===== src/sseg_pkg.sv =====
// Shared types, codes and glyph tables for the seven-segment display driver.
`timescale 1ns / 1ps

package sseg_pkg;

  localparam int STORE_DEPTH = 3;
  localparam int GLYPH_W     = 7;
  localparam logic [7:0] GLYPH_BASE = 8'd48;
  localparam logic [7:0] GLYPH_END  = 8'd88;

  typedef enum logic [1:0] {
    FUNC_TICK   = 2'd0,
    FUNC_NUMBER = 2'd1,
    FUNC_TEXT   = 2'd2
  } func_t;

  typedef logic [GLYPH_W-1:0] glyph_t;
  typedef glyph_t [STORE_DEPTH-1:0] digits_t;

  // One scan result: active-low digit enables and the segment pattern.
  typedef struct packed {
    logic [7:0] segments;
    logic [2:0] enable_n;
  } result_t;

  // Glyph table indexed by character code minus '0'.
  function automatic logic [7:0] glyph_lookup(input logic [5:0] idx);
    logic [7:0] g;
    case (idx)
      6'd0:  g = 8'h5F;
      6'd1:  g = 8'h44;
      6'd2:  g = 8'h3D;
      6'd3:  g = 8'h75;
      6'd4:  g = 8'h66;
      6'd5:  g = 8'h73;
      6'd6:  g = 8'h7B;
      6'd7:  g = 8'h45;
      6'd8:  g = 8'h7F;
      6'd9:  g = 8'h77;
      6'd17: g = 8'h6F;
      6'd18: g = 8'h7A;
      6'd19: g = 8'h1B;
      6'd20: g = 8'h7C;
      6'd21: g = 8'h3B;
      6'd22: g = 8'h2B;
      6'd23: g = 8'h5B;
      6'd24: g = 8'h6E;
      6'd25: g = 8'h0A;
      6'd28: g = 8'h1A;
      6'd30: g = 8'h68;
      6'd31: g = 8'h5F;
      6'd32: g = 8'h2F;
      6'd34: g = 8'h28;
      6'd35: g = 8'h73;
      6'd36: g = 8'h3A;
      6'd37: g = 8'h1E;
      default: g = 8'h00;
    endcase
    return g;
  endfunction

  // Character to glyph; anything outside the table shows blank.
  function automatic glyph_t char_glyph(input logic [7:0] c);
    logic [7:0] g;
    logic [7:0] off;
    off = c - GLYPH_BASE;
    g = 8'h00;
    if (c >= GLYPH_BASE && c < GLYPH_END) begin
      g = glyph_lookup(off[5:0]);
    end
    return g[GLYPH_W-1:0];
  endfunction

  // Decimal digit to glyph.
  function automatic glyph_t digit_glyph(input logic [3:0] d);
    logic [7:0] g;
    g = glyph_lookup({2'b00, d});
    return g[GLYPH_W-1:0];
  endfunction

endpackage


===== src/seven_segment_mux_driver.sv =====
// Top level of the multiplexed seven-segment display driver.
`timescale 1ns / 1ps
//
// Usage: items arrive on the s_ stream. s_tuser selects the function: tick,
// load number or load text. A load-number transfer turns s_tdata[7:0] into
// decimal glyphs; a load-text transfer maps up to three characters into the
// digit store, the last character in digit zero. Loads produce no output.
// Each tick transfer produces one m_ transfer carrying the active-low enable
// of the current digit and its segments, then the scan moves to the next
// digit and wraps after DIGIT_COUNT digits. In number mode the upper digits
// are blank for values below 10 and 100. The decimal point follows the
// dot_on register, written through the cfg channel, and shows on digit zero.
// One item is taken per cycle while the result queue has room; a tick result
// appears on m_tvalid in the cycle after its transfer when no earlier result
// is still waiting. A two-entry result queue lets the block keep taking items
// while the receiver stalls; s_tready drops only when both queue entries are
// held. Reset clears the digit store to blank, the number to zero, the scan to
// digit zero and dot_on to zero.
//

module seven_segment_mux_driver import sseg_pkg::*; #(
  parameter int DIGIT_COUNT = 3
) (
  input  logic        clk,
  input  logic        rst,
  input  logic        s_tvalid,
  output logic        s_tready,
  // s_tdata fields from bit 0: number_value[7:0], char_first[15:8],
  // char_second[23:16], char_third[31:24], text_length[33:32], zero pad.
  input  logic [39:0] s_tdata,
  // s_tuser fields from bit 0: func[1:0].
  input  logic [1:0]  s_tuser,
  output logic        m_tvalid,
  input  logic        m_tready,
  // m_tdata fields from bit 0: digit_enable_n[2:0], segments[10:3], zero pad.
  output logic [15:0] m_tdata,
  input  logic        cfg_valid,
  output logic        cfg_ready,
  input  logic        cfg_data
);

  localparam int UsedDigits = (DIGIT_COUNT < 1) ? 1 :
                              (DIGIT_COUNT > STORE_DEPTH) ? STORE_DEPTH : DIGIT_COUNT;
  localparam logic [1:0] LastPos = 2'(UsedDigits - 1);

  digits_t    digit_store;
  logic       at_least_10;
  logic       at_least_100;
  logic [1:0] scan_pos;
  logic       dot_on;

  digits_t    number_glyphs;
  digits_t    text_glyphs;
  func_t      func;
  logic       accept;
  logic       queue_full;
  logic [1:0] pos;
  result_t    tick_result;
  result_t    out_data;

  assign func      = func_t'(s_tuser);
  assign s_tready  = !queue_full;
  assign accept    = s_tvalid && s_tready;
  assign cfg_ready = 1'b1;

  sseg_digits #(
    .USED_DIGITS(UsedDigits)
  ) u_digits (
    .number_value (s_tdata[7:0]),
    .char_first   (s_tdata[15:8]),
    .char_second  (s_tdata[23:16]),
    .char_third   (s_tdata[31:24]),
    .text_length  (s_tdata[33:32]),
    .number_glyphs(number_glyphs),
    .text_glyphs  (text_glyphs)
  );

  // Segment pattern for the digit under the scan.
  always_comb begin
    pos = (scan_pos > LastPos) ? 2'd0 : scan_pos;
    tick_result.enable_n = ~(3'b001 << pos);
    case (pos)
      2'd0:    tick_result.segments = {dot_on, digit_store[0]};
      2'd1:    tick_result.segments = at_least_10 ? {1'b0, digit_store[1]} : 8'h00;
      2'd2:    tick_result.segments = at_least_100 ? {1'b0, digit_store[2]} : 8'h00;
      default: tick_result.segments = 8'h00;
    endcase
  end

  always_ff @(posedge clk) begin
    if (rst) begin
      dot_on <= 1'b0;
    end else if (cfg_valid && cfg_ready) begin
      dot_on <= cfg_data;
    end
  end

  always_ff @(posedge clk) begin
    if (rst) begin
      digit_store  <= '0;
      at_least_10  <= 1'b0;
      at_least_100 <= 1'b0;
      scan_pos     <= 2'd0;
    end else if (accept) begin
      case (func)
        FUNC_TICK: begin
          scan_pos <= (pos == LastPos) ? 2'd0 : pos + 2'd1;
        end
        FUNC_NUMBER: begin
          // Only the digits in use are refreshed by a number load.
          for (int i = 0; i < UsedDigits; i++) begin
            digit_store[i] <= number_glyphs[i];
          end
          at_least_10  <= (s_tdata[7:0] >= 8'd10);
          at_least_100 <= (s_tdata[7:0] >= 8'd100);
        end
        FUNC_TEXT: begin
          // Text mode shows every digit, blank ones included.
          digit_store  <= text_glyphs;
          at_least_10  <= 1'b1;
          at_least_100 <= 1'b1;
        end
        default: begin
          scan_pos <= scan_pos;
        end
      endcase
    end
  end

  sseg_out_queue u_out_queue (
    .clk      (clk),
    .rst      (rst),
    .push     (accept && func == FUNC_TICK),
    .push_data(tick_result),
    .full     (queue_full),
    .out_valid(m_tvalid),
    .out_ready(m_tready),
    .out_data (out_data)
  );

  assign m_tdata = {5'b00000, out_data.segments, out_data.enable_n};

  // A tick taken while the output is empty shows up in the next cycle.
  assert property (@(posedge clk) disable iff (rst)
    (accept && func == FUNC_TICK && !m_tvalid) |=> m_tvalid)
    else $error("tick result missing after transfer");

  // Exactly one digit is enabled in every result.
  assert property (@(posedge clk) disable iff (rst)
    m_tvalid |-> $onehot(~m_tdata[2:0]))
    else $error("result enables other than one digit");

  // The decimal point only ever appears together with digit zero.
  assert property (@(posedge clk) disable iff (rst)
    (m_tvalid && m_tdata[10]) |-> !m_tdata[0])
    else $error("decimal point on a digit other than zero");

  // The scan never leaves the digits in use.
  assert property (@(posedge clk) disable iff (rst)
    accept |=> (scan_pos <= LastPos))
    else $error("scan position out of range");

endmodule


===== src/sseg_digits.sv =====
// Converts a loaded byte or a loaded text into glyphs for the digit store.
`timescale 1ns / 1ps

module sseg_digits import sseg_pkg::*; #(
  parameter int USED_DIGITS = 3
) (
  input  logic [7:0] number_value,
  input  logic [7:0] char_first,
  input  logic [7:0] char_second,
  input  logic [7:0] char_third,
  input  logic [1:0] text_length,
  output digits_t    number_glyphs,
  output digits_t    text_glyphs
);

  logic [1:0]  hundreds;
  logic [6:0]  rest;
  logic [14:0] tens_prod;
  logic [3:0]  tens;
  logic [6:0]  tens_x10;
  logic [6:0]  ones;
  logic [1:0]  size;

  // Hundreds by compare, tens by multiplying with 205/2048 (exact below 100).
  always_comb begin
    if (number_value >= 8'd200) begin
      hundreds = 2'd2;
      rest     = 7'(number_value - 8'd200);
    end else if (number_value >= 8'd100) begin
      hundreds = 2'd1;
      rest     = 7'(number_value - 8'd100);
    end else begin
      hundreds = 2'd0;
      rest     = number_value[6:0];
    end
    tens_prod = 15'(rest) * 15'd205;
    tens      = tens_prod[14:11];
    tens_x10  = 7'({tens, 3'b000}) + 7'({tens, 1'b0});
    ones      = rest - tens_x10;
  end

  assign number_glyphs[0] = digit_glyph(ones[3:0]);
  assign number_glyphs[1] = digit_glyph(tens);
  assign number_glyphs[2] = digit_glyph({2'b00, hundreds});

  // The last character of the text lands in digit zero.
  assign size = (text_length > 2'(USED_DIGITS)) ? 2'(USED_DIGITS) : text_length;

  always_comb begin
    text_glyphs = '0;
    case (size)
      2'd1: begin
        text_glyphs[0] = char_glyph(char_first);
      end
      2'd2: begin
        text_glyphs[1] = char_glyph(char_first);
        text_glyphs[0] = char_glyph(char_second);
      end
      2'd3: begin
        text_glyphs[2] = char_glyph(char_first);
        text_glyphs[1] = char_glyph(char_second);
        text_glyphs[0] = char_glyph(char_third);
      end
      default: begin
        text_glyphs = '0;
      end
    endcase
  end

endmodule


===== src/sseg_out_queue.sv =====
// Two-entry result queue that separates the scan logic from the output stream.
`timescale 1ns / 1ps

module sseg_out_queue import sseg_pkg::*; (
  input  logic    clk,
  input  logic    rst,
  input  logic    push,
  input  result_t push_data,
  output logic    full,
  output logic    out_valid,
  input  logic    out_ready,
  output result_t out_data
);

  result_t    slot0;
  result_t    slot1;
  logic [1:0] count;
  logic       pop;

  assign pop       = out_valid && out_ready;
  assign out_valid = (count != 2'd0);
  assign full      = (count == 2'd2);
  assign out_data  = slot0;

  always_ff @(posedge clk) begin
    if (rst) begin
      count <= 2'd0;
    end else begin
      count <= count + 2'(push) - 2'(pop);
    end
  end

  always_ff @(posedge clk) begin
    if (push && pop) begin
      if (count == 2'd2) begin
        slot0 <= slot1;
        slot1 <= push_data;
      end else begin
        slot0 <= push_data;
      end
    end else if (push) begin
      if (count == 2'd0) begin
        slot0 <= push_data;
      end else begin
        slot1 <= push_data;
      end
    end else if (pop) begin
      slot0 <= slot1;
    end
  end

endmodule


===== config.mk =====
export PLATFORM = sky130hd
export DESIGN_NAME = seven_segment_mux_driver
export DESIGN_NICKNAME = d
export VERILOG_FILES = /design/src/sseg_pkg.sv /design/src/seven_segment_mux_driver.sv /design/src/sseg_digits.sv /design/src/sseg_out_queue.sv
export SDC_FILE = /design/constraint.sdc
export NUM_CORES = 1
export LEC_CHECK = 0
export ABC_AREA = 1
export BUFFER_PORTS_ARGS = -buffer_cell sky130_fd_sc_hd__buf_2
export CORE_MARGIN = 1
export CORE_UTILIZATION = 50
export DETAILED_ROUTE_END_ITERATION = 7
export PLACE_DENSITY = 0.66
export SKIP_CTS_REPAIR_TIMING = 1
export SYNTH_ARGS = -nofsm -noshare
export SYNTH_HDL_FRONTEND = slang
export SYNTH_SLANG_ARGS = --single-unit
export TNS_END_PERCENT = 1

===== constraint.sdc =====
create_clock -name clk -period 11.27 [get_ports clk]
set_clock_uncertainty 0.2 [all_clocks]
set_input_delay 0.5635 -clock clk [delete_from_list [all_inputs] [get_ports clk]]
set_output_delay 0.5635 -clock clk [all_outputs]
set_load 0.02 [all_outputs]

==> After elaboration in Yosys (flattened, before gate mapping) <==
Memories as Yosys holds them, arrays and structs flattened.
Cells that the tools add are included.
{ "word_totals": {"inputBits": 48, "memories": 8, "regBits": 50, "romBits": 2912} }
{ "classes": {"mux": 32, "n_eq_ne": 14, "shifts": 1, "magnitude_cmp": 11, "bitwise_logic": 1, "n_reduce_logical": 20, "multipliers": 1, "n_addsub": 10} }
{ "mem_list": {"columns": ["memory", "depth", "word_bits", "read_ports", "rd_clocked_by_memory_dff", "write_ports", "line", "source"], "rows": [
  ["(no name shown)", 64, 7, 1, 0, 0, "sseg_pkg.sv:29", "case (idx)"],
  ["(no name shown)", 64, 7, 1, 0, 0, "sseg_pkg.sv:29", null],
  ["(no name shown)", 64, 7, 1, 0, 0, "sseg_pkg.sv:29", null],
  ["(no name shown)", 64, 7, 1, 0, 0, "sseg_pkg.sv:29", null],
  ["(no name shown)", 64, 7, 1, 0, 0, "sseg_pkg.sv:29", null],
  ["(no name shown)", 64, 7, 1, 0, 0, "sseg_pkg.sv:29", null],
  ["2 more memories", null, null, null, null, null, null, null]
]} }
{ "ops": {"columns": ["cell", "count"], "rows": [
  ["11-bit two-way mux", 9],
  ["7-bit two-way mux", 11],
  ["21-bit case mux with 2 select lines", 1],
  ["7-bit case mux with 4 select lines", 1],
  ["8-bit by 6-bit >= comparator with 1-bit output (second input constant)", 3],
  ["8-bit by 7-bit less-than comparator with 1-bit output (second input constant)", 3],
  ["8-bit case mux with 3 select lines", 1],
  ["7-bit case mux with 3 select lines", 1],
  ["6-bit subtractor (second input constant)", 3],
  ["7-bit by 8-bit multiplier with 15-bit output (second input constant)", 1],
  ["2-bit == test (second input constant)", 7],
  ["7-bit case mux with 2 select lines", 1],
  ["7-bit subtractor (second input constant)", 2],
  ["2-bit by 1-bit == test with 1-bit output (second input constant)", 4],
  ["8-bit by 4-bit >= comparator with 1-bit output (second input constant)", 1],
  ["8-bit by 7-bit >= comparator with 1-bit output (second input constant)", 1],
  ["8-bit >= comparator (second input constant)", 1],
  ["2-bit zero test", 4],
  ["2-bit two-way mux", 4],
  ["1-bit logical AND", 7],
  ["2-bit AND reduction", 3],
  ["2-bit nonzero test", 3],
  ["4-bit adder", 1],
  ["2-bit > comparator (second input constant)", 2],
  ["other kinds (14)", 15]
]} }

==> Logic depth before layout (Yosys ltp) <==
Gate-level depths: netlist (run 1).
An unclocked memory read counts as a cell.
{ "logic_depth": {"ltp_word": 8, "depth_mapped": 35, "depth_no_buf": 35} }

==> By module <==
From an unflattened synthesis (run 1), not the netlist that was laid out.
{ "hier_totals": {"hier_cells": 1070, "area_unflattened_um2": 6721.4} }
{ "by_module_without_submodules": {"columns": ["mod", "n_inst", "area_each_um2", "seq_area_each_um2", "cells_per_inst"], "rows": [
  ["sseg_digits", 1, 3848.7, 0.0, 637],
  ["seven_segment_mux_driver", 1, 1599.0, 520.5, 275],
  ["sseg_out_queue", 1, 1273.7, 700.7, 158]
]} }

==> Worst setup path after synthesis (run 1) <==
Ideal clock, no wire load.
{ "synth_timing": {"kind": "input port to flip-flop", "start": "input port s_tdata[0]", "end": "register digit_store[0] in the netlist's numbering", "required_time_ps": 11004, "slack_ps": 5232, "path_stages": 33, "arrival_time_ps": 5771, "cell_sequence": "inv_1 > ha_1 > nand2_1 > nand2_1 > nand3_2 > nand2_4 > nand2_2 > o22ai_1 > xor2_1 > ha_1 > fa_1 > ha_1 > inv_1 > fa_1 > inv_1 > ha_1 > a21oi_1 > o31ai_1 > a211oi_1 > nand2_1 > nand2_1 > nand2_2 > ha_1 > inv_1 > or2_2 > nand2_1 > inv_1 > or2_2 > o21ai_0 > nand3_1 > nand2_1 > nand2_1 > a21oi_2"} }
{ "synth_between": {"elab_chain_cells": 8, "elab_cells_between_ends": 11, "classes_between": "add/sub (4); mul (1); order compare (2); mux (3); memory (1)"} }
{ "synth_rtl": {"columns": ["item", "line", "source"], "rows": [
  ["start, declared", "seven_segment_mux_driver.sv:30", "input logic [39:0] s_tdata,"],
  ["7-bit subtractor / 8-bit by 7-bit >= comparator with 1-bit output (equally long branches)", "sseg_digits.sv:31, sseg_digits.sv:29", null],
  ["7-bit two-way mux", "sseg_digits.sv:29", "end else if (number_value >= 8'd100) begin"],
  ["7-bit two-way mux *", "sseg_digits.sv:26", "if (number_value >= 8'd200) begin"],
  ["7-bit by 8-bit multiplier with 15-bit output", "sseg_digits.sv:36", "tens_prod = 15'(rest) * 15'd205;"],
  ["4-bit adder", "sseg_digits.sv:38", "tens_x10 = 7'({tens, 3'b000}) + 7'({tens, 1'b0});"],
  ["4-bit subtractor *", "sseg_digits.sv:39", "ones = rest - tens_x10;"],
  ["memory 16 x 7 bit *", null, null],
  ["21-bit case mux with 2 select lines *", "seven_segment_mux_driver.sv:105", "case (func)"],
  ["end signal, assigned by index", "seven_segment_mux_driver.sv:112", "digit_store[i] <= number_glyphs[i];"],
  ["end signal, assigned", "seven_segment_mux_driver.sv:119", "digit_store <= text_glyphs;"],
  ["end, declared", "seven_segment_mux_driver.sv:46", "digits_t digit_store;"]
]} }
Every way passes the cells marked *; elsewhere a longest branch is shown, timed or not.
A chain may end at the register's enable or synchronous reset.

==> Final worst setup path (run 1) <==
Ends and elaborated chain as after synthesis.

==> metrics.yaml, run 1 <==
detailed_routing:
  drc_errors: 0
  via_count: 6272
  ant_nets: 0
  routedWlPerCell_um: 13.1
  route.final.wire_length_mm: 15.1
  drt_first_pass_iters: 5
  vias_per_cell: 5.45
  drt-initial-drc-count: 587
floorplanning:
  dieArea_um2: 13300
  dieWidth_um: 115
  start_util_pct: 51.0
  io-pin-count: 67
  row_count: 41
  fp.coreArea_um2: 12600
  die_y_um: 115
power_and_ir_drop:
  cellInternalPower_uw: 662
  switch_share_pct: 51.0
  fin_total_pwr_mw: 1.35
  areal_power_density_over_the_cells_nw_per_um2: 195
  vdd_drop_max_mv: 0.129
  share_seq_of_total_power_pct: 18.4
  combinationalPowerShare_pct: 70.3
  clock_power_share_pct: 11.3
  leakage_nw: 3.41
  p_sw_uw: 690
final_layout:
  area_growth_syn_to_layout_pct: 8.15
  n_fill_cell: 1265
  antenna-diode-count: 0
  nNetsFinal: 1123
  layout-drive-gt1-share_pct: 12.9
  fin_cells: 1150
  postLayoutCoreUtil_pct: 55.2
critical_path:
  worstRegToRegCells: 9
  worst-path-max-fanout: 9
  kind_of_cell_adding_the_most_delay_to_the_critical_path: "adder cells"
  critPathCaptureType: "flop"
  timing.critical_path.mode_cell: "sky130_fd_sc_hd__nand2_1"
  timing_worst_setup_path_type: "in2reg"
  worst_setup_sp_type: "primary input"
  critical_path_required_ns: 11.30
  critical_path.slowest_cell: "sky130_fd_sc_hd__fa_1"
  slowest_delay_ns: 0.50
  timing.reg2reg.setup_slack_ns: 7.51
  timing.rr.end: "u_out_queue.out_data[7]"
  cp.buffers_inverters: 6
  worstReg2RegStart: "u_out_queue.count[1]"
  timing.critical_path.depth: 34
  worst-endpoint-arrival_ns: 6.58
placement:
  globalplace.congestion: 0.937
  placed_cells: 1142
  dp.final_hpwl_mm: 12.0
  portBuffers: 54
clock_network:
  numCtsBuffers: 5
  cts.htree.levels: 2
  clock_path_buffers: 2
  clk_latency_ns: 0.29
  tritoncts: "yes"
  clk_pin_slew_ns: 0.06
  total_clock_sinks: 50
  cts_root_buffer: "sky130_fd_sc_hd__clkbuf_16"
logic_synthesis:
  synth-edff-count: 22
  synthTopCellsByCount: "165 x sky130_fd_sc_hd__nand2_1, 137 x sky130_fd_sc_hd__inv_1, 90 x sky130_fd_sc_hd__ha_1"
  postSynthRegisterBits: 50
  synth_top_cell_area_share_pct: 17.6
  ys_async_sr_fraction_pct: 0
  postSynthCellCount: 940
  ys_dominant_reg_cell: "sky130_fd_sc_hd__dfxtp_1"
  synth-warning-count: 0
  synth_area_per_cell_um2: 6.82
  seq_area_frac_synth_pct: 19.0
  post_synth_main_area_contributors: "sky130_fd_sc_hd__ha_1 18%, sky130_fd_sc_hd__edfxtp_1 10%, sky130_fd_sc_hd__nand2_1 9.7%"
  ys_types: 55
  synthMostInstantiatedCell: "sky130_fd_sc_hd__nand2_1"
  syn_area_um2: 6410
  post-synth-top-area-cell: "sky130_fd_sc_hd__ha_1"
grt:
  grt_pass1_wl_mm: 25.0
  grt_start_max_net_pins: 24
  gr-usage-all-layers_pct: 22.9
  grt-ovfl-total: 0
  number_of_global_route_vias_before_repair: 5363
  grt_antenna_before_repair: 0
min_path:
  worst_hold_startpoint: "cfg_valid"
  hold_crit_class: "in2reg"
  whs_path_depth: 2
  worst_hold_path.endpoint: "dot_on"
sta:
  period_needed_ns: 6.55
  slew_headroom_pct: 52.5
  fin_worst_hold_slack_ns: 0.266
  fmax_mhz: 153
  unrepaired_setup_endpoints_after_global_routing: "false"
  worst_pin_slew_ns: 0.710
  finalHoldViolCount: 0
  max_transition_viols_final: 0
  report.final.setup_viol: 0
  layout_worst_path_cycle_share_pct: 58.1
  total_negative_setup_slack_ns: 0
status:
  status: "finished, final reports clean"
job:
  drv_cap: 0
==> metrics by stage <==
step	area, um2	worst slack [ns]
6_report	6940	4.72
5_1_grt	6940	4.21
4_1_cts	6940	4.70
3_5_place_dp	6790	4.43
3_3_place_gp	6790	4.44
2_1_floorplan	6430	5.23
==> layer usage <==
layer	track usage (%)	wire, um
met5	0	0
met4	3.46	72
met3	1.58	597
met2	38.7	7030
met1	32.5	7420
==> worst reg2reg max path, delay by kind of cell (launching register included) <==
family | cells | cell delay (ns)
AND/OR/NAND/NOR | 2 | 1.08
AO/OA/AOI/OAI | 2 | 0.37
adder cells (fa/ha/maj) | 1 | 0.44
buffers and inverters | 4 | 1.14
flip-flops | 1 | 0.37
==> power by group through the flow <==
| stage | sequential (mW) | clock [mW] | combinational (mW) |
|---|---|---|---|
| final | 0.248 | 0.153 | 0.951 |
| after global routing | 0.253 | 0.160 | 1.08 |
| after detailed placement | 0.252 | 0 | 0.945 |
| after floorplan | 0.265 | 0 | 0.740 |
| after global placement | 0.251 | 0 | 0.933 |
| after CTS | 0.248 | 0.154 | 0.951 |
==> sequential cells by signal (all words and copies together), names as in the netlist <==
signal	cells
digit_store	21
u_out_queue.out_data	11
u_out_queue.count	2
u_out_queue.slot1	11
at_least_10	1
dot_on	1
scan_pos	2
at_least_100	1
==> area by class of cell <==
type,count,area (um2),area share [%]
clock buffer,6,139,2.00
clock inverter,2,12.5,0.180
inverter,143,537,7.74
multi-input combinational,720,4520,65.2
sequential,50,1220,17.6
tap,172,215,3.10
timing repair buffer,57,293,4.22
==> how the worst max path moves through the flow <==
| stage | from | end | slack [ns] |
|---|---|---|---|
| finish | s_tdata[0] | digit_store[0] | 4.72 |
| global route | s_tdata[0] | digit_store[0] | 4.21 |
| CTS | s_tdata[0] | digit_store[0] | 4.70 |
| detailed placement | s_tdata[0] | digit_store[0] | 4.43 |
| global placement | s_tdata[0] | digit_store[0] | 4.44 |
| floorplan | s_tdata[0] | digit_store[0] | 5.23 |
==> logic make-up (layout without fill, tap and decap cells) <==
logic type | after synthesis | count (layout) | share of synthesized area, %
flops | 50 | 50 | 19.0
xor+xnor | 8 | 8 | 1.21
fa+ha+maj | 98 | 98 | 20.1
compound gates | 242 | 242 | 22.1
simple gates | 366 | 366 | 26.7
buf+inv | 174 | 208 | 10.7
other cells | 2 | 6 | 0.117
==> layout by cell type (no fill, tap or decap), drive strengths merged, types with 3 or more instances in the layout <==
cell and n:
xor2 5, xnor2 3, fa 8, conb 6, o221ai 6, o22ai 16, edfxtp 22, nand4 4
clkinv 4, a221oi 6, ha 90, clkbuf 6, a211oi 6, o21ai 93, nand3 84, or2 7
nand2 185, a21oi 80, buf 57, nor2 66, inv 141, nor3 16, a31oi 6, dfxtp 28
o211ai 16
No activity file was read; power rests on OpenSTA's default activity.
==> run 2, diff against run 1 <==
PLACE_DENSITY = 0.69   (was 0.66)
clock period = 5.9 ns   (was 11.27 ns; I/O delays follow)
==> run 2 against run 1 <==
  * Wire length rose by 2.8%
  * Cell count up 2.3%
  * Via count increased by 2.1%
  * Clock-buffer cell count did not move
  * Design area increased by 3.3%
  * Global-route usage increased by 0.77 points
  * Clock power up 82%
  * Combinational power rose by 110%
  * Utilization rose by 1.8 points
  * Die area stayed put
  * Flip-flop and latch count unchanged
  * Sequential power increased by 92%
  * Largest power group unchanged
==> metrics.yaml, run 2 (synthesis gave the netlist of run 1 again) <==
floorplanning:
  row_count: 41  # unchanged
  fp.coreArea_um2: 12600  # unchanged
  dieWidth_um: 115  # unchanged
  dieArea_um2: 13300  # unchanged
  start_util_pct: 51.0  # unchanged
  die_y_um: 115  # unchanged
  io-pin-count: 67  # unchanged
sta:
  unrepaired_setup_endpoints_after_global_routing: "false"
  period_needed_ns: 5.50
  fmax_mhz: 182
  max_transition_viols_final: 0  # unchanged
  slew_headroom_pct: 43.5  # -9.0 points
  total_negative_setup_slack_ns: 0  # unchanged
  fin_worst_hold_slack_ns: 0.00778  # -0.259 ns
  worst_pin_slew_ns: 0.845  # +0.135 ns
  layout_worst_path_cycle_share_pct: 93.3
  report.final.setup_viol: 0  # unchanged
  finalHoldViolCount: 0  # unchanged
  final_critical_path_setup_slack_ns: 0.396  # -4.32 ns
power_and_ir_drop:
  fin_total_pwr_mw: 2.73  # +100%
  leakage_nw: 3.54  # +4.0%
  areal_power_density_over_the_cells_nw_per_um2: 381  # +96%
  vdd_drop_max_mv: 0.322  # +150%
detailed_routing:
  ant_nets: 0  # unchanged
  routedWlPerCell_um: 13.2  # +0.41%
  drc_errors: 0  # unchanged
  route.final.wire_length_mm: 15.5  # +2.8%
  drt-initial-drc-count: 633  # +7.8%
  vias_per_cell: 5.44  # -0.21%
  drt_first_pass_iters: 6  # +1
  via_count: 6406  # +2.1%
final_layout:
  final_common_cell: "sky130_fd_sc_hd__nand2_1"
  most-common-layout-cells: "165 x sky130_fd_sc_hd__nand2_1, 137 x sky130_fd_sc_hd__inv_1, 88 x sky130_fd_sc_hd__o21ai_0, 88 x sky130_fd_sc_hd__ha_1"
  registers.top_by_ff_count: "digit_store"
  nNetsFinal: 1150  # +2.4%
  antenna-diode-count: 0  # unchanged
  area_growth_syn_to_layout_pct: 11.7
  largest_register_ffs: 21  # unchanged
  layout-drive-gt1-share_pct: 15.8  # +2.9 points
  postLayoutCoreUtil_pct: 57.0  # +1.8 points
critical_path:
  worst-endpoint-arrival_ns: 5.53  # -1.05 ns
  crit_end: "digit_store[5]"
  critPathCaptureType: "flop"
  worst-path-max-fanout: 5  # -4
  slowest_delay_ns: 0.47  # -0.03 ns
  timing.rr.end: "u_out_queue.out_data[0]"
  timing.critical_path.mode_cell: "sky130_fd_sc_hd__ha_1"
  worstRegToRegCells: 10  # +1
  timing.reg2reg.setup_slack_ns: 2.14  # -5.37 ns
  worstReg2RegStart: "u_out_queue.count[1]"
  critical_path.slowest_cell: "sky130_fd_sc_hd__fa_1"
  critical_path_required_ns: 5.93  # -5.37 ns
  worst_setup_sp_type: "primary input"
  cp-startpoint: "s_tdata[2]"
  timing_worst_setup_path_type: "in2reg"
grt:
  grt_pass1_wl_mm: 25.8  # +3.3%
  grt-ovfl-total: 0  # unchanged
  grt_antenna_before_repair: 0  # unchanged
  number_of_global_route_vias_before_repair: 5658  # +5.5%
  gr-usage-all-layers_pct: 23.7  # +0.77 points
  grt_start_max_net_pins: 24  # unchanged
placement:
  dp.final_hpwl_mm: 12.5  # +3.5%
  portBuffers: 54  # unchanged
  globalplace.congestion: 0.963  # +2.7%
  dp_worst_setup_slack_ns: -0.0358  # -4.46 ns
clock_network:
  clock_path_buffers: 2  # unchanged
  total_clock_sinks: 50  # unchanged
  tritoncts: "yes"
  numCtsBuffers: 5  # unchanged
  cts_root_buffer: "sky130_fd_sc_hd__clkbuf_16"
  clk_pin_slew_ns: 0.07  # about the same
  cts.htree.levels: 2  # unchanged
  clk_latency_ns: 0.29  # about the same
min_path:
  hold_crit_class: "in2reg"
  whs_path_depth: 2  # unchanged
status:
  status: "finished, final reports clean"
job:
  drv_cap: 0  # unchanged
==> run 2: area by class of cell <==
type	instances	area (um2)
clock buffer	6	130
clock inverter	2	13.8
fill	1238	5400
inverter	143	537
multi-input combinational	720	4550
sequential	50	1220
tap	172	215
timing repair buffer	84	495
==> run 2: stage by stage <==
| stage | instances | instance area, um2 |
|---|---|---|
| 2_1_floorplan | 944 | 6430 |
| 3_3_place_gp | 1168 | 6980 |
| 3_5_place_dp | 1168 | 6980 |
| 4_1_cts | 1176 | 7120 |
| 5_1_grt | 1177 | 7170 |
| 6_report | 1177 | 7170 |
==> run 2: layer usage <==
| layer | up-vias | wire length [um] | GRT usage, % |
|---|---|---|---|
| met5 | - | 0 | 0 |
| met4 | 0 | 127 | 4.59 |
| met3 | 15 | 813 | 2.27 |
| met2 | 234 | 7280 | 40.6 |
| met1 | 2848 | 7320 | 32.3 |
| li1 | 3309 | - | - |
==> run 2: critical path: cells and delay by family <==
kind                     cells  cell delay (ns)
AO/OA/AOI/OAI                5             0.72
XOR/XNOR                     1             0.20
adder cells (fa/ha/maj)      8             2.28
buffers and inverters        6             0.62
AND/OR/NAND/NOR             12             1.40
==> run 2: worst min path at each step <==
stage | from | end | slack (ns)
finish | cfg_valid | dot_on | 0.008
global route | cfg_valid | dot_on | 0.009
CTS | cfg_valid | dot_on | 0.007
detailed placement | u_out_queue.count[1] | u_out_queue.count[1] | 0.26
global placement | u_out_queue.count[1] | u_out_queue.count[1] | 0.25
floorplan | cfg_valid | dot_on | 0.19
==> run 2: power breakdown <==
part           switching [mW]  total, mW  internal [mW]
Combinational            1.20       1.98          0.776
Clock                   0.120      0.279          0.159
Sequential             0.0306      0.475          0.445
==> run 3, diff against run 2 <==
ABC_AREA = not set   (was 1)
==> run 3 against run 2 <==
  * The flow now finishes with violations (negative setup slack)
  * Hold slack gained 0.049 ns
  * Cell count shrank 11%
  * Utilization grew 5.1 points
  * Fmax shrank 7.7%
  * Non-clock buffer count grew 44
  * Flip-flop and latch count is the same
  * Critical path depth shrank 3
  * Synthesized cell count shrank 17%
  * Combinational power shrank 5%
  * Power shrank 2.1%
  * Highest routed layer unchanged
==> metrics.yaml, run 3 <==
status:
  status: "finished with violations"
  violations_in_the_final_reports: "negative setup slack"
critical_path:
  worstRegToRegCells: 4  # -6
  critical_path.slowest_cell: "sky130_fd_sc_hd__fa_2"
  worst-path-max-fanout: 4  # -1
  critical_path_required_ns: 5.88  # -0.05 ns
  slowest_delay_ns: 0.57  # +0.10 ns
  worst_setup_sp_type: "primary input"
  critPathCaptureType: "flop"
  worst-endpoint-arrival_ns: 5.94  # +0.41 ns
  timing.critical_path.mode_cell: "sky130_fd_sc_hd__ha_4"
  timing_worst_setup_path_type: "in2reg"
sta:
  final_critical_path_setup_slack_ns: -0.0599  # -0.456 ns
  max_transition_viols_final: 0  # unchanged
  fmax_mhz: 168  # -7.7%
  layout_worst_path_cycle_share_pct: 101  # +7.7 points
  fin_worst_hold_slack_ns: 0.0572  # +0.0494 ns
  report.final.setup_viol: 5  # +5
  unrepaired_setup_endpoints_after_global_routing: "true"
  total_negative_setup_slack_ns: -0.242  # -0.242 ns
  finalHoldViolCount: 0  # unchanged
  worst_pin_slew_ns: 1.10  # +0.259 ns
  period_needed_ns: 5.96  # +0.456 ns
  slew_headroom_pct: 25.8  # -18 points
final_layout:
  area_growth_syn_to_layout_pct: 21.1
  nNetsFinal: 1019  # -11%
  fin_cells: 1042  # -11%
  registers.top_by_ff_count: "digit_store"
  postLayoutCoreUtil_pct: 62.1  # +5.1 points
  antenna-diode-count: 0  # unchanged
  largest_register_ffs: 21  # unchanged
  final_common_cell: "sky130_fd_sc_hd__nor2_1"
  most-common-layout-cells: "78 x sky130_fd_sc_hd__nor2_1, 76 x sky130_fd_sc_hd__ha_1, 72 x sky130_fd_sc_hd__buf_4, 69 x sky130_fd_sc_hd__nand2_1, 54 x sky130_fd_sc_hd__inv_1"
  n_fill_cell: 1072  # -13%
  layout-drive-gt1-share_pct: 23.7  # +7.9 points
  final_cell_area_um2: 7490  # +4.6%
min_path:
  whs_path_depth: 3  # +1
  hold_crit_class: "in2reg"
logic_synthesis:
  synth-warning-count: 0  # unchanged
  simple_gate_fraction_of_synth_area_pct: 20.3  # -6.4 points
  syn_area_um2: 6190  # -3.5%
  synth_compound_area_share_pct: 25.4  # +3.2 points
  ys_types: 79  # +44%
  ys_async_sr_fraction_pct: 0  # unchanged
  synth_top_cell_area_share_pct: 18.2  # +0.64 points
  synthTopCellsByCount: "90 x sky130_fd_sc_hd__ha_1, 80 x sky130_fd_sc_hd__nor2_1, 72 x sky130_fd_sc_hd__nand2_1"
  seq_area_frac_synth_pct: 19.7  # +0.70 points
  synthMostInstantiatedCell: "sky130_fd_sc_hd__ha_1"
  ys_dominant_reg_cell: "sky130_fd_sc_hd__dfxtp_1"
  postSynthRegisterBits: 50  # unchanged
  synth_area_per_cell_um2: 7.91  # +16%
  postSynthCellCount: 782  # -17%
  post_synth_main_area_contributors: "sky130_fd_sc_hd__ha_1 18%, sky130_fd_sc_hd__edfxtp_1 11%, sky130_fd_sc_hd__dfxtp_1 9.1%"
  synth-edff-count: 22  # unchanged
  post-synth-top-area-cell: "sky130_fd_sc_hd__ha_1"
  main_combinational_cell_family_by_area_after_synthesis: "compound AO/OA/AOI/OAI gates"
  synth-adder-area-share_pct: 20.8  # +0.73 points
  synth-xor-area-share_pct: 2.37  # +1.2 points
  muxShareOfSynthArea_pct: 3.68  # +3.7 points
detailed_routing:
  drc_errors: 0  # unchanged
  via_count: 5996  # -6.4%
  routedWlPerCell_um: 15.0  # +13%
  drt-initial-drc-count: 482  # -24%
  ant_nets: 0  # unchanged
  vias_per_cell: 5.75  # +5.7%
  drt_first_pass_iters: 7  # +1
  route.final.wire_length_mm: 15.6  # +0.38%
placement:
  portBuffers: 54  # unchanged
  dp_worst_setup_slack_ns: -0.564  # -0.528 ns
  globalplace.congestion: 0.884  # -8.2%
  dp.final_hpwl_mm: 12.0  # -3.3%
  place_area_um2: 6990  # about the same
  placed_cells: 1026  # -12%
floorplanning:
  dieWidth_um: 113  # -1.7%
  die_y_um: 113  # -1.7%
  io-pin-count: 67  # unchanged
  start_util_pct: 51.3  # +0.27 points
  dieArea_um2: 12800  # -3.5%
  fp.coreArea_um2: 12100  # -4.0%
  row_count: 40  # -2.4%
clock_network:
  cts_root_buffer: "sky130_fd_sc_hd__clkbuf_16"
  clk_pin_slew_ns: 0.06  # about the same
  clk_latency_ns: 0.29  # about the same
  numCtsBuffers: 5  # unchanged
  tritoncts: "yes"
  cts.htree.levels: 2  # unchanged
  total_clock_sinks: 50  # unchanged
  clock_path_buffers: 2  # unchanged
grt:
  grt_antenna_before_repair: 0  # unchanged
  grt-ovfl-total: 0  # unchanged
  gr-usage-all-layers_pct: 24.3  # +0.67 points
  grt_start_max_net_pins: 31  # +29%
  grt_pass1_wl_mm: 25.8  # +0.24%
  number_of_global_route_vias_before_repair: 5534  # -2.2%
power_and_ir_drop:
  leakage_nw: 3.34  # -5.7%
  areal_power_density_over_the_cells_nw_per_um2: 357  # -6.4%
  vdd_drop_max_mv: 0.359  # +12%
  fin_total_pwr_mw: 2.67  # -2.1%
job:
  drv_cap: 0  # unchanged
[run 3: kinds of logic after synthesis]
group | Yosys count
xor+xnor | 15
mux | 20
flops | 50
compound gates | 221
buf+inv | 111
fa+ha+maj | 98
simple gates | 265
other cells | 2
[run 3: cell type report]
cell class	instances	area [um2]	area share (%)
multi-input combinational	625	4800	64.1
clock inverter	1	30.0	0.401
sequential	50	1220	16.3
clock buffer	7	133	1.77
timing repair buffer	128	852	11.4
tap	168	210	2.80
inverter	63	245	3.27
[run 3: where the power goes]
| part | internal, mW | leakage (nW) | switching [mW] | total, mW |
|---|---|---|---|---|
| registers | 0.443 | 0.431 | 0.0350 | 0.478 |
| logic | 0.898 | 2.83 | 0.984 | 1.88 |
| clock network | 0.200 | 0.0781 | 0.113 | 0.313 |
[run 3: worst max-delay path, delay by kind of cell]
family | cells | cell delay [ns]
adders and majority gates | 7 | 2.11
AOI/OAI and AO/OA | 11 | 2.04
xor gates and xnor gates | 2 | 0.63
and+or+nand+nor | 5 | 0.58
buffers and inverters | 4 | 0.30
[run 3: path summary, 6_finish.rpt]
path         slack, ns         endpoint                  from
max reg2reg       3.51  digit_store[15]  u_out_queue.count[0]
max              -0.06   digit_store[4]            s_tdata[0]
min               0.06           dot_on              cfg_data
min reg2reg       0.27     at_least_100          at_least_100
[run 3: routing by layer]
metal	track usage, %	vias to the layer above	share of wire (%)
met5	0	-	0
met4	8.60	0	2.8
met3	2.09	35	3.1
met2	41.2	164	48
met1	32.4	2795	46
li1	-	3002	-
